File: src/hdl/lsvc_pkg.sv
// Shared types, constants and helpers of the linear sum violation cost block.
`default_nettype none
package lsvc_pkg;

  // store geometry
  localparam int MaxValues = 128;
  localparam int AddrW     = $clog2(MaxValues);
  localparam int CntW      = $clog2(MaxValues + 1);

  // field widths
  localparam int ValW  = 10;
  localparam int SumW  = 17;
  localparam int HamW  = 8;
  localparam int StatW = 2;
  localparam int CfgW  = 17;
  localparam int IdxW  = 2;

  // configuration register indexes
  localparam logic [IdxW-1:0] RegMode      = 2'd0;
  localparam logic [IdxW-1:0] RegTarget    = 2'd1;
  localparam logic [IdxW-1:0] RegDomainMax = 2'd2;

  // reset values of the configuration registers
  localparam logic [1:0]      ModeRst      = 2'd0;
  localparam logic [SumW-1:0] TargetRst    = 17'd1;
  localparam logic [ValW-1:0] DomainMaxRst = 10'd100;

  // constraint kinds; the unused code behaves as equal
  typedef enum logic [1:0] {
    MODE_EQ = 2'd0,
    MODE_LE = 2'd1,
    MODE_GE = 2'd2
  } mode_e;

  // result status codes
  localparam logic [StatW-1:0] StatusOk      = 2'd0;
  localparam logic [StatW-1:0] StatusUnreach = 2'd1;
  localparam logic [StatW-1:0] StatusDropped = 2'd2;

  // repair step kinds
  typedef enum logic [1:0] {
    OP_RAISE  = 2'd0,  // raise first min by the gap, capped at max
    OP_LOWER  = 2'd1,  // lower first max by the gap, floored at 1
    OP_TO_ONE = 2'd2,  // set first max to 1
    OP_TO_MAX = 2'd3   // set first min to max
  } op_e;

  localparam logic [ValW-1:0] ValOne = 10'd1;

  // a zero domain max acts as 1
  function automatic logic [ValW-1:0] eff_max(logic [ValW-1:0] dm);
    eff_max = (dm == '0) ? ValOne : dm;
  endfunction

  // clamp a value into 1..dm
  function automatic logic [ValW-1:0] clamp_val(logic [ValW-1:0] v, logic [ValW-1:0] dm);
    if (v == '0) begin
      clamp_val = ValOne;
    end else if (v > dm) begin
      clamp_val = dm;
    end else begin
      clamp_val = v;
    end
  endfunction

endpackage
`default_nettype wire

File: src/hdl/linear_sum_violation_cost.sv
// Top level: loads values, then computes Hamming and Manhattan costs of a sum constraint.
//
// Usage:
//   Values arrive on value_i/last_i and a beat is taken at a clock edge with
//   start high and busy low. Each value is clamped into 1..domain_max and
//   stored; up to 128 values fit, later ones are dropped and flagged.
//   A beat with last_i high ends the set and starts the cost phase; busy
//   stays high until the result goes out.
//   Result: done_o is high for exactly one cycle together with hamming_cost_o,
//   manhattan_cost_o and status_o. The receiver cannot stall the result.
//   Sequence: loading accepts one value per cycle while busy is low. After
//   the last value, the cost phase makes one read pass over the value RAM
//   to clamp and sum, then per repair one full min/max scan of the RAM
//   through its read port, one check and one write-back. The shared compare
//   unit and the single RAM read port serve every scan.
//   Configuration (cfg_we_i/cfg_idx_i/cfg_data_i) is to be written only while
//   idle; the block itself does not enforce this.
//   Reset clears counters, flags and the sequencer, and sets mode 0, target 1,
//   domain max 100. The value RAM is not cleared; only written entries are read.
`default_nettype none
module linear_sum_violation_cost (
  input  wire logic                        clk_i,
  input  wire logic                        rst_ni,
  // config write port
  input  wire logic                        cfg_we_i,
  input  wire logic [lsvc_pkg::IdxW-1:0]   cfg_idx_i,
  input  wire logic [lsvc_pkg::CfgW-1:0]   cfg_data_i,
  // input beats
  input  wire logic                        start,
  output logic                             busy,
  input  wire logic [lsvc_pkg::ValW-1:0]   value_i,
  input  wire logic                        last_i,
  // results
  output logic                             done_o,
  output logic      [lsvc_pkg::HamW-1:0]   hamming_cost_o,
  output logic      [lsvc_pkg::SumW-1:0]   manhattan_cost_o,
  output logic      [lsvc_pkg::StatW-1:0]  status_o
);

  import lsvc_pkg::*;

  typedef enum logic [6:0] {
    ST_IDLE   = 7'b0000001,
    ST_SUM    = 7'b0000010,
    ST_EVAL   = 7'b0000100,
    ST_CHECK  = 7'b0001000,
    ST_SCAN   = 7'b0010000,
    ST_UPDATE = 7'b0100000,
    ST_DONE   = 7'b1000000
  } state_e;

  state_e state_q, state_d;

  // config registers
  logic [1:0]      mode_q;
  logic [SumW-1:0] target_q;
  logic [ValW-1:0] dmax_q;

  // load and sequencer registers
  logic [CntW-1:0]  cnt_q, cnt_d;
  logic             ovf_q, ovf_d;
  logic [CntW-1:0]  idx_q, idx_d;
  logic             rd_vld_q, rd_vld_d;
  logic [AddrW-1:0] rd_idx_q, rd_idx_d;
  logic [SumW-1:0]  sum_q, sum_d;
  logic [SumW-1:0]  hi_q, hi_d;
  logic [SumW-1:0]  manh_q, manh_d;
  logic             unreach_q, unreach_d;
  logic [HamW-1:0]  repair_q, repair_d;
  op_e              op_q, op_d;
  logic [ValW-1:0]  best_val_q, best_val_d;
  logic [AddrW-1:0] best_idx_q, best_idx_d;

  // result registers
  logic             done_q, done_d;
  logic [HamW-1:0]  ham_out_q, ham_out_d;
  logic [SumW-1:0]  manh_out_q, manh_out_d;
  logic [StatW-1:0] stat_out_q, stat_out_d;

  // RAM port signals
  logic             ram_we;
  logic [AddrW-1:0] ram_waddr;
  logic [ValW-1:0]  ram_wdata;
  logic             ram_re;
  logic [ValW-1:0]  ram_rdata;

  // helpers
  logic [ValW-1:0]  dm;
  logic             accept;
  logic             issue;
  logic [CntW-1:0]  cnt_m1;
  logic             last_rd;
  logic [ValW-1:0]  rd_clamped;
  logic             find_max;
  logic             better;
  logic [SumW-1:0]  gap_up;
  logic [SumW-1:0]  gap_dn;
  logic [ValW-1:0]  room;
  logic [ValW-1:0]  new_val;
  logic [SumW:0]    sum_upd;
  logic [SumW-1:0]  n_ext;
  logic             sum_ok;

  // room left in the store
  function automatic logic issue_load(logic [CntW-1:0] cnt);
    issue_load = (cnt < CntW'(MaxValues));
  endfunction

  assign dm         = eff_max(dmax_q);
  assign accept     = start && !busy;
  assign issue      = (idx_q < cnt_q);
  assign cnt_m1     = cnt_q - CntW'(1);
  assign last_rd    = rd_vld_q && ({1'b0, rd_idx_q} == cnt_m1);
  assign rd_clamped = clamp_val(ram_rdata, dm);
  assign n_ext      = SumW'(cnt_q);

  // config writes
  always_ff @(posedge clk_i or negedge rst_ni) begin
    if (!rst_ni) begin
      mode_q   <= ModeRst;
      target_q <= TargetRst;
      dmax_q   <= DomainMaxRst;
    end else if (cfg_we_i) begin
      case (cfg_idx_i)
        RegMode:      mode_q   <= cfg_data_i[1:0];
        RegTarget:    target_q <= cfg_data_i[SumW-1:0];
        RegDomainMax: dmax_q   <= cfg_data_i[ValW-1:0];
        default:      ;
      endcase
    end
  end

  // constraint satisfied at the current sum
  always_comb begin
    case (mode_q)
      MODE_LE: sum_ok = (sum_q <= target_q);
      MODE_GE: sum_ok = (sum_q >= target_q);
      default: sum_ok = (sum_q == target_q);
    endcase
  end

  // shared compare for the min/max scan: strict, so the first one wins
  assign find_max = (op_q == OP_LOWER) || (op_q == OP_TO_ONE);
  assign better   = (rd_idx_q == '0) ||
                    (find_max ? (ram_rdata > best_val_q) : (ram_rdata < best_val_q));

  // repair value for the chosen entry
  assign gap_up = target_q - sum_q;
  assign gap_dn = sum_q - target_q;
  assign room   = dm - best_val_q;
  always_comb begin
    case (op_q)
      OP_RAISE:  new_val = (gap_up <= SumW'(room)) ? (best_val_q + gap_up[ValW-1:0]) : dm;
      OP_LOWER:  new_val = (gap_dn < SumW'(best_val_q)) ?
                           (best_val_q - gap_dn[ValW-1:0]) : ValOne;
      OP_TO_ONE: new_val = ValOne;
      OP_TO_MAX: new_val = dm;
      default:   new_val = best_val_q;
    endcase
  end
  assign sum_upd = {1'b0, sum_q} + (SumW+1)'(new_val) - (SumW+1)'(best_val_q);

  // sequencer
  always_comb begin
    state_d    = state_q;
    cnt_d      = cnt_q;
    ovf_d      = ovf_q;
    idx_d      = idx_q;
    rd_vld_d   = 1'b0;
    rd_idx_d   = rd_idx_q;
    sum_d      = sum_q;
    hi_d       = hi_q;
    manh_d     = manh_q;
    unreach_d  = unreach_q;
    repair_d   = repair_q;
    op_d       = op_q;
    best_val_d = best_val_q;
    best_idx_d = best_idx_q;
    done_d     = 1'b0;
    ham_out_d  = ham_out_q;
    manh_out_d = manh_out_q;
    stat_out_d = stat_out_q;
    ram_we     = 1'b0;
    ram_waddr  = cnt_q[AddrW-1:0];
    ram_wdata  = clamp_val(value_i, dm);
    ram_re     = 1'b0;

    case (state_q)
      // load one value per beat
      ST_IDLE: begin
        if (accept) begin
          if (issue_load(cnt_q)) begin
            ram_we = 1'b1;
            cnt_d  = cnt_q + CntW'(1);
          end else begin
            ovf_d = 1'b1;
          end
          if (last_i) begin
            idx_d    = '0;
            sum_d    = '0;
            hi_d     = '0;
            repair_d = '0;
            state_d  = ST_SUM;
          end
        end
      end

      // re-clamp pass: write back, sum values and the domain bound
      ST_SUM: begin
        if (issue) begin
          ram_re   = 1'b1;
          idx_d    = idx_q + CntW'(1);
          rd_vld_d = 1'b1;
          rd_idx_d = idx_q[AddrW-1:0];
        end
        if (rd_vld_q) begin
          ram_we    = 1'b1;
          ram_waddr = rd_idx_q;
          ram_wdata = rd_clamped;
          sum_d     = sum_q + SumW'(rd_clamped);
          hi_d      = hi_q + SumW'(dm);
        end
        if (last_rd) begin
          state_d = ST_EVAL;
        end
      end

      // Manhattan cost and reachability
      ST_EVAL: begin
        repair_d = '0;
        case (mode_q)
          MODE_LE: begin
            manh_d    = (sum_q > target_q) ? (sum_q - target_q) : '0;
            unreach_d = (target_q < n_ext);
          end
          MODE_GE: begin
            manh_d    = (target_q > sum_q) ? (target_q - sum_q) : '0;
            unreach_d = (target_q > hi_q);
          end
          default: begin
            manh_d    = (sum_q > target_q) ? (sum_q - target_q) : (target_q - sum_q);
            unreach_d = (target_q < n_ext) || (target_q > hi_q);
          end
        endcase
        state_d = unreach_d ? ST_DONE : ST_CHECK;
      end

      // loop head: stop when satisfied or the step guard runs out
      ST_CHECK: begin
        if (sum_ok || (CntW'(repair_q) > cnt_q)) begin
          state_d = ST_DONE;
        end else begin
          case (mode_q)
            MODE_LE: op_d = OP_TO_ONE;
            MODE_GE: op_d = OP_TO_MAX;
            default: op_d = (sum_q < target_q) ? OP_RAISE : OP_LOWER;
          endcase
          idx_d   = '0;
          state_d = ST_SCAN;
        end
      end

      // scan the store for the first min or max
      ST_SCAN: begin
        if (issue) begin
          ram_re   = 1'b1;
          idx_d    = idx_q + CntW'(1);
          rd_vld_d = 1'b1;
          rd_idx_d = idx_q[AddrW-1:0];
        end
        if (rd_vld_q && better) begin
          best_val_d = ram_rdata;
          best_idx_d = rd_idx_q;
        end
        if (last_rd) begin
          state_d = ST_UPDATE;
        end
      end

      // apply one repair
      ST_UPDATE: begin
        ram_we    = 1'b1;
        ram_waddr = best_idx_q;
        ram_wdata = new_val;
        sum_d     = sum_upd[SumW-1:0];
        repair_d  = repair_q + HamW'(1);
        state_d   = ST_CHECK;
      end

      // emit result beat and clear the set
      ST_DONE: begin
        done_d     = 1'b1;
        ham_out_d  = unreach_q ? '0 : repair_q;
        manh_out_d = manh_q;
        stat_out_d = ovf_q ? StatusDropped : (unreach_q ? StatusUnreach : StatusOk);
        cnt_d      = '0;
        ovf_d      = 1'b0;
        state_d    = ST_IDLE;
      end

      default: begin
        state_d = ST_IDLE;
      end
    endcase
  end

  // control registers
  always_ff @(posedge clk_i or negedge rst_ni) begin
    if (!rst_ni) begin
      state_q   <= ST_IDLE;
      cnt_q     <= '0;
      ovf_q     <= 1'b0;
      idx_q     <= '0;
      rd_vld_q  <= 1'b0;
      repair_q  <= '0;
      unreach_q <= 1'b0;
      done_q    <= 1'b0;
    end else begin
      state_q   <= state_d;
      cnt_q     <= cnt_d;
      ovf_q     <= ovf_d;
      idx_q     <= idx_d;
      rd_vld_q  <= rd_vld_d;
      repair_q  <= repair_d;
      unreach_q <= unreach_d;
      done_q    <= done_d;
    end
  end

  // datapath registers
  always_ff @(posedge clk_i) begin
    rd_idx_q   <= rd_idx_d;
    sum_q      <= sum_d;
    hi_q       <= hi_d;
    manh_q     <= manh_d;
    op_q       <= op_d;
    best_val_q <= best_val_d;
    best_idx_q <= best_idx_d;
    ham_out_q  <= ham_out_d;
    manh_out_q <= manh_out_d;
    stat_out_q <= stat_out_d;
  end

  // value store, reused as the working copy
  lsvc_ram #(
    .Width (ValW),
    .Depth (MaxValues)
  ) u_store (
    .clk_i   (clk_i),
    .we_i    (ram_we),
    .waddr_i (ram_waddr),
    .wdata_i (ram_wdata),
    .re_i    (ram_re),
    .raddr_i (idx_q[AddrW-1:0]),
    .rdata_o (ram_rdata)
  );

  assign busy             = (state_q != ST_IDLE);
  assign done_o           = done_q;
  assign hamming_cost_o   = ham_out_q;
  assign manhattan_cost_o = manh_out_q;
  assign status_o         = stat_out_q;

`ifndef ASSERT_OFF
  // a set ending beat always starts the cost phase
  a_last_busy: assert property (@(posedge clk_i) disable iff (!rst_ni)
    (start && !busy && last_i) |=> busy)
    else $error("last beat did not start cost phase");

  // the store fill never passes its depth
  a_cnt_range: assert property (@(posedge clk_i) disable iff (!rst_ni)
    cnt_q <= CntW'(MaxValues))
    else $error("value count beyond store depth");

  // repairs are bounded by the step guard
  a_repair_bound: assert property (@(posedge clk_i) disable iff (!rst_ni)
    (CntW'(repair_q) <= cnt_q + CntW'(1)) || (state_q == ST_IDLE))
    else $error("repair count beyond guard");

  // an unreachable result reports no repairs
  a_unreach_ham: assert property (@(posedge clk_i) disable iff (!rst_ni)
    (done_o && (status_o == StatusUnreach)) |-> (hamming_cost_o == '0))
    else $error("unreachable result with repairs");

  // a result beat is only shown once the block is free again
  a_done_idle: assert property (@(posedge clk_i) disable iff (!rst_ni)
    done_o |-> !busy)
    else $error("result while busy");
`endif

endmodule
`default_nettype wire

File: src/hdl/lsvc_ram.sv
// Generic simple dual-port RAM: one write port, one registered read port.
`default_nettype none
module lsvc_ram #(
  parameter int Width = 10,
  parameter int Depth = 128
) (
  input  wire logic                     clk_i,
  input  wire logic                     we_i,
  input  wire logic [$clog2(Depth)-1:0] waddr_i,
  input  wire logic [Width-1:0]         wdata_i,
  input  wire logic                     re_i,
  input  wire logic [$clog2(Depth)-1:0] raddr_i,
  output logic      [Width-1:0]         rdata_o
);

  logic [Width-1:0] mem_q [Depth];

  // write port
  always_ff @(posedge clk_i) begin
    if (we_i) begin
      mem_q[waddr_i] <= wdata_i;
    end
  end

  // registered read port
  always_ff @(posedge clk_i) begin
    if (re_i) begin
      rdata_o <= mem_q[raddr_i];
    end
  end

endmodule
`default_nettype wire
File: config.mk
export PLATFORM = sky130hd
export DESIGN_NAME = linear_sum_violation_cost
export DESIGN_NICKNAME = d
export VERILOG_FILES = /design/src/hdl/lsvc_pkg.sv /design/src/hdl/linear_sum_violation_cost.sv /design/src/hdl/lsvc_ram.sv
export SDC_FILE = /design/constraint.sdc
export NUM_CORES = 2
export LEC_CHECK = 0
export ABC_AREA = 1
export CAP_MARGIN = 10
export CORE_UTILIZATION = 40
export CTS_BUF_LIST = sky130_fd_sc_hd__clkbuf_8
export DETAILED_ROUTE_END_ITERATION = 10
export DONT_BUFFER_PORTS = 1
export GPL_TIMING_DRIVEN = 0
export SYNTH_ARGS = -nofsm -noshare
export SYNTH_HDL_FRONTEND = slang
export SYNTH_SLANG_ARGS = --single-unit
File: constraint.sdc
create_clock -name clk_i -period 9.2 [get_ports clk_i]
set_input_delay 0.92 -clock clk_i [delete_from_list [all_inputs] [get_ports clk_i]]
set_output_delay 0.92 -clock clk_i [all_outputs]
set_load 0.02 [all_outputs]
* After elaboration in Yosys (flattened, before gate mapping) *
Memory sizes are Yosys's and may differ from the RTL's. A register that Yosys moved wholly into a read port is not among the register bits.
Index checks and enable logic that the tools add are counted.

storage, ports and cells
  bits in registers = 168
  memory bits (writable) = 1280
  bits of input ports = 34
  logic and storage cells = 168
  memories kept = 1

operators by class
  add/subtract/negate cells = 13
  magnitude comparators = 16
  eq/ne operators = 26
  mux-type cells = 57
  bitwise operators = 1
  reduce and logical (&&, ||, !) cells = 33

memory list
  memory         depth  bits a word  rd ports  clocked after Yosys merged registers in  write ports  RTL line        text
  u_store.mem_q  128    10           1         1                                        1            lsvc_ram.sv:16  logic [Width-1:0] mem_q [Depth];

operator list
  operator             number
  $mux 17              7
  $mux 10              8
  $pmux 17 s2          2
  $add 17x10->17       3
  $gt 17x17->1         3
  $pmux 17 s3          1
  $mux 7               7
  $mux 8               6
  $pmux 8 s3           2
  $pmux 7 s6           1
  $pmux 10 s4          1
  $sub 17x17->17       2
  $gt 10x10->1         3
  $logic_not 10->1     3
  $add 8x1->8 const B  3
  $pmux 10 s2          1
  $sub 10x10->10       2
  $eq 17x17->1         1
  $ge 17x17->1         1
  $le 17x10->1         1
  $le 17x17->1         1
  $lt 17x10->1         1
  $lt 17x17->1         1
  $lt 17x8->1          1
  other kinds (39)     84

* Logic depth before layout (Yosys ltp) *
  word-level depth = 9
  gate-level depth with buffers = 40
  mapped depth without buffers = 40

* By module *
From an unflattened synthesis, not the netlist that was laid out.

second synthesis, totals
  cells, all modules = 6482
  area, all modules = 67746.2 um2

by module, submodules not included
  module                     instances  cells an instance  area each (um2)  sequential area each (um2)
  lsvc_ram                   1          4419               52306.4          38737.2
  linear_sum_violation_cost  1          2063               15439.8          4730.8

* Worst setup path after synthesis *
OpenSTA, ideal clock, no wires.

  path kind = register to register
  start = register dmax_q[7]
  end = memory u_store.mem_q[0][2], data pin
  arrival = 5.634 ns
  required time = 8.293 ns
  setup slack = 2.659 ns
  stages on the path, launching flop included = 25
  period minus slack after synthesis = 6.541 ns
  path through = dfrtp_1 nor4_1 nand3_1 o21ai_1 inv_1 ha_1 fa_1 o21ai_0 a21oi_1 o21ai_0 nand2_1 nand2_1 a21oi_1 xor2_1 ha_1 nand2_1 nor2_1 nand4_1 o21ai_0 nand3_2 buf_6 nand2_1 nand3_1 nand3_1 nand3_1

on the way
  cells in the longest elaborated chain, start to end = 7
  elaborated cells on any way between the ends = 14
  those cells by class = add/sub: 1; order compare: 3; mux: 9; reduce/logical: 1

RTL lines
  element                                         RTL line                                                            text
  start: declaration                              linear_sum_violation_cost.sv:57                                     logic [ValW-1:0] dmax_q;
  start signal: assignment                        linear_sum_violation_cost.sv:122                                    dmax_q <= DomainMaxRst;
  start signal: assignment                        linear_sum_violation_cost.sv:127                                    RegDomainMax: dmax_q <= cfg_data_i[ValW-1:0];
  $logic_not 10->1                                lsvc_pkg.sv:52                                                      eff_max = (dm == '0) ? ValOne : dm;
  $mux 10 *                                       lsvc_pkg.sv:52
  $sub 10x10->10 or $gt 10x10->1 (tied branches)  linear_sum_violation_cost.sv:150, lsvc_pkg.sv:59
  $le 17x10->1 or $mux 10 (tied branches)         linear_sum_violation_cost.sv:153, lsvc_pkg.sv:59
  $mux 10, on equally long branches               linear_sum_violation_cost.sv:153, lsvc_pkg.sv:57
  $pmux 10 s4 or $mux 10 (tied branches)          linear_sum_violation_cost.sv:152, linear_sum_violation_cost.sv:216
  $pmux 10 s2 *                                   linear_sum_violation_cost.sv:188                                    case (state_q)
  net ram_wdata[2]                                linear_sum_violation_cost.sv:83                                     logic [ValW-1:0] ram_wdata;
  end: declaration                                lsvc_ram.sv:16

The timed path passes the listed nets; every way through them passes the cells marked *.

* Final worst setup path *
  start = register dmax_q[9]
  end = register sum_q[11], data pin

on the way
  cells in the longest elaborated chain, start to end = 9
  elaborated cells on any way between the ends = 14
  those cells by class = add/sub: 4; order compare: 2; mux: 7; reduce/logical: 1

RTL lines
  element                 RTL line                          text
  $logic_not 10->1        lsvc_pkg.sv:52
  $mux 10 *               lsvc_pkg.sv:52
  $sub 10x10->10          linear_sum_violation_cost.sv:150  assign room = dm - best_val_q;
  $le 17x10->1            linear_sum_violation_cost.sv:153  OP_RAISE: new_val = (gap_up <= SumW'(room)) ? (best_val_q + gap_up[ValW-1:0]) : dm;
  $mux 10                 linear_sum_violation_cost.sv:153
  $pmux 10 s4             linear_sum_violation_cost.sv:152  case (op_q)
  $add 17x10->17          linear_sum_violation_cost.sv:161  assign sum_upd = {1'b0, sum_q} + (SumW+1)'(new_val) - (SumW+1)'(best_val_q);
  $sub 17x10->17          linear_sum_violation_cost.sv:161
  $pmux 17 s3 *           linear_sum_violation_cost.sv:188
  net sum_d[11]           linear_sum_violation_cost.sv:65   logic [SumW-1:0] sum_q, sum_d;
  end signal: assignment  linear_sum_violation_cost.sv:333  sum_q <= sum_d;
  end: declaration        linear_sum_violation_cost.sv:65

The timed path passes the listed nets; every way through them passes the cells marked *. The select of a mux whose other input is x is not followed.
A chain may end at the register's enable or synchronous reset.

==> impl_metrics.yaml <==
run_status:
  status: "complete, but fails checks"
  violations: "max-capacitance violations"
clock_tree:
  cts_resized: 0
  cts_tree: "yes"
  cts.clk_slew.worst_paths_ns: 0.07
  cts_setup_buffers: 0
  htreeDepth: 4
  max-clock-path-buffers: 3
  insertion_delay_ns: 1.07
  cts_root_buffer: "clkbuf_8"
  holdBufCountCts: 3
  cts_buffers: 236
  cts.sinks: 1458
final_layout:
  finalCoreUtilization: 0.467
  seq_area_mm2: 0.0435
  fillers: 14900
  layout.nets: 6485
  layout-drive-gt1-share: 0.101
  syn_to_final_growth_pct: 15.8
  multiInputGateArea_mm2: 0.0202
sta:
  fmax_mhz: 119
  final-max-slew-violation-count: 0
  setup_ws_ns: 0.789
  skew_ns: 0.128
  period_share: 0.914
  setup_viol: 0
  max_slew.worst_pin.slew_ns: 1.50
  finalCriticalPeriod_ns: 8.41
  hold_viol_final: 0
  slew_headroom: 0.000987
  rsz0062_at_grt: "no"
worst_setup_path:
  r2r-start: "dmax_q[9]"
  crit_start: "dmax_q[9]"
  startpoint_type: "flip-flop"
  crit_path_end_kind: "flip-flop"
  ff2ff_setup_slack_ns: 0.79
  cp-endpoint: "sum_q[11]"
  cp.required_ns: 9.96
  critPathKind: "flip-flop to flip-flop"
  reg2reg_depth: 40
  r2r-end: "sum_q[11]"
  arrival_ns: 9.17
  crit_path_frequent_cell: "nand2_1"
  slowest_stage: "o21ai_1"
  cp_max_fo: 10
  critPathMaxStageDelay_ns: 0.72
synth:
  synth-edff-count: 1394
  synthFlopType: "edfxtp_1"
  yosysUniqueCellTypes: 57
  netlist_area_mm2: 0.0658
  ys_async_sr_fraction: 0.0439
  syn_area_per_cell_um2: 11.3
  ys_warn_count: 0
  yosysSeqAreaShare: 0.660
  synth-seq-cells: 1458
  synth_nets: 6102
  syn_inst: 5849
min_path:
  hp-class: "primary input to flip-flop"
  min_path_cells: 2
  hp-start: "cfg_data_i[5]"
die:
  dieArea_mm2: 0.166
  dieHeight_um: 408
  die_width_um: 408
  io_pins: 63
  core_mm2: 0.163
  num_rows: 148
  initial_core_util: 0.404
route:
  route.detailed.drc: 0
  num_vias: 54000
  drt-total-wl_um: 295000
  postRouteAntennaNets: 0
  drt-pass1-iter-count: 9
  drt-vias-per-instance: 6.27
  initialDrtViolationCount: 10100
  wire_per_inst_um: 34.3
placement:
  port_buffers: 0
  dp_hpwl_um: 209000
  post-place-ws_ns: 0.900
  gp_congestion: 1.06
global_routing:
  grt_usage: 0.346
  grt_pass1_vias: 49300
  grt_pass1_wl_um: 396000
  grt-ovfl-total: 0
  grt_start_max_net_pins: 84
  antenna_found_initial: 29
job:
  max_cap_violations: 3
power_and_ir_drop:
  power_mw: 23.8
  powerDensity_mw_per_mm2: 312
  p_leak_nw: 27.2
  irDropWorstVdd_mv: 0.211
-- flip-flops by register name, indices dropped and copies added (netlist names), 10 cells and up --
signal / count
manh_q: 17
dmax_q: 10
target_q: 17
manhattan_cost_o: 17
u_store.mem_q: 1280
best_val_q: 10
u_store.rdata_o: 10
hi_q: 17
sum_q: 17
-- logic make-up (layout without fill, tap and decap cells) --
family          count (synthesis)  in the layout  synth area share
simple gates                 1999           1999             0.124
xor+xnor                       56             56           0.00745
buf+inv                       690           1266            0.0402
other cells                     0             11                 0
flops                        1458           1458             0.660
fa+ha+maj                     219            219            0.0436
compound gates               1427           1427             0.124
-- worst min-delay path by stage --
stage | slack, ns | endpoint
detailed placement | 0.41 | manhattan_cost_o[13]
global placement | 0.41 | manhattan_cost_o[12]
floorplan | 0.40 | manhattan_cost_o[0]
CTS | 0.01 | dmax_q[5]
finish | 0.08 | dmax_q[5]
global route | 0.08 | dmax_q[2]
-- worst max-delay path, delay by kind of cell, from the launching register on --
family,cells,cell delay (ns)
compound gates,11,2.78
xor+xnor,1,0.15
fa+ha+maj,5,1.89
buf+inv,4,0.86
flops,1,0.58
simple gates,19,1.92
-- metrics by stage --
| step | TNS, ns | hold slack [ns] | cells | cell area, µm² |
|---|---|---|---|---|
| after floorplan | 0 | 0.400 | 5849 | 65800 |
| final | 0 | 0.0814 | 8611 | 76300 |
| after CTS | 0 | 0.0138 | 8590 | 76100 |
| after detailed placement | 0 | 0.406 | 8156 | 71500 |
| after global routing | 0 | 0.0768 | 8602 | 76200 |
| after global placement | -993.77 | 0.407 | 8024 | 68600 |
-- power by group --
group | switching [mW] | leakage, nW | internal [mW]
registers | 0.232 | 13.4 | 8.21
logic | 7.46 | 11.2 | 2.36
clock network | 2.83 | 2.62 | 2.72
total | 10.5 | 27.2 | 13.3
-- synthesized netlist by cell type, drive strengths merged, types with 2 or more instances --
cell type	count	area [µm²]
o31ai	5	37.5
buf	33	168
o22ai	211	1320
nand3b	3	22.5
a21o	7	52.6
o211ai	53	423
clkbuf	282	1070
dfstp	5	131
nor2	960	3630
a221oi	3	43.8
and3	3	18.8
a31oi	16	100
fa	17	340
nor4	9	71.3
edfxtp	1394	41900
a21oi	193	973
clkinv	4	15.0
and2	3	18.8
a22o	2	17.5
nor3	23	120
nand4	75	475
xnor2	21	184
nor3b	6	45.0
dfrtp	59	1480
nand3	242	1220
or2	7	43.8
inv	371	1400
ha	202	2530
o221ai	123	1080
nand2	668	2520
o21ai	795	3980
a211oi	6	45.0
xor2	35	307
o21a	7	52.6
o21bai	2	15.0
-- final cells by class --
| cell class | count | share of cell area |
|---|---|---|
| antenna | 11 | 0.000361 |
| buffer | 315 | 0.0162 |
| clock buffer | 246 | 0.0444 |
| clock inverter | 185 | 0.0149 |
| inverter | 375 | 0.0185 |
| multi-input combinational | 3701 | 0.265 |
| sequential | 1458 | 0.570 |
| tap | 2175 | 0.0357 |
| timing repair buffer | 145 | 0.0353 |
-- layout by cell type (no fill, tap or decap), types with 59 or more instances in the layout --
cell type  netlist  layout
ha_1           202     202
nand4_1         74      74
buf_8            0      88
inv_1          364     448
nand3_1        240     236
a21oi_1        191     190
o221ai_1       123     123
o21ai_0        792     792
clkbuf_8         0     246
dfrtp_1         59      59
nor2_2           6     121
nand2_1        664     658
clkbuf_1       276     276
nor2_1         952     828
o22ai_1        211     211
edfxtp_1      1394    1394
-- per-layer routing --
metal  part of all wire  global-route usage  vias to the layer above
met2               0.41               0.485                     4757
met4              0.073               0.215                       18
met5            0.00063             0.00517                        -
met3               0.16               0.148                     1108
met1               0.36               0.437                    26200
li1                   -                   -                    21900
(Power assumes the default switching activity.)
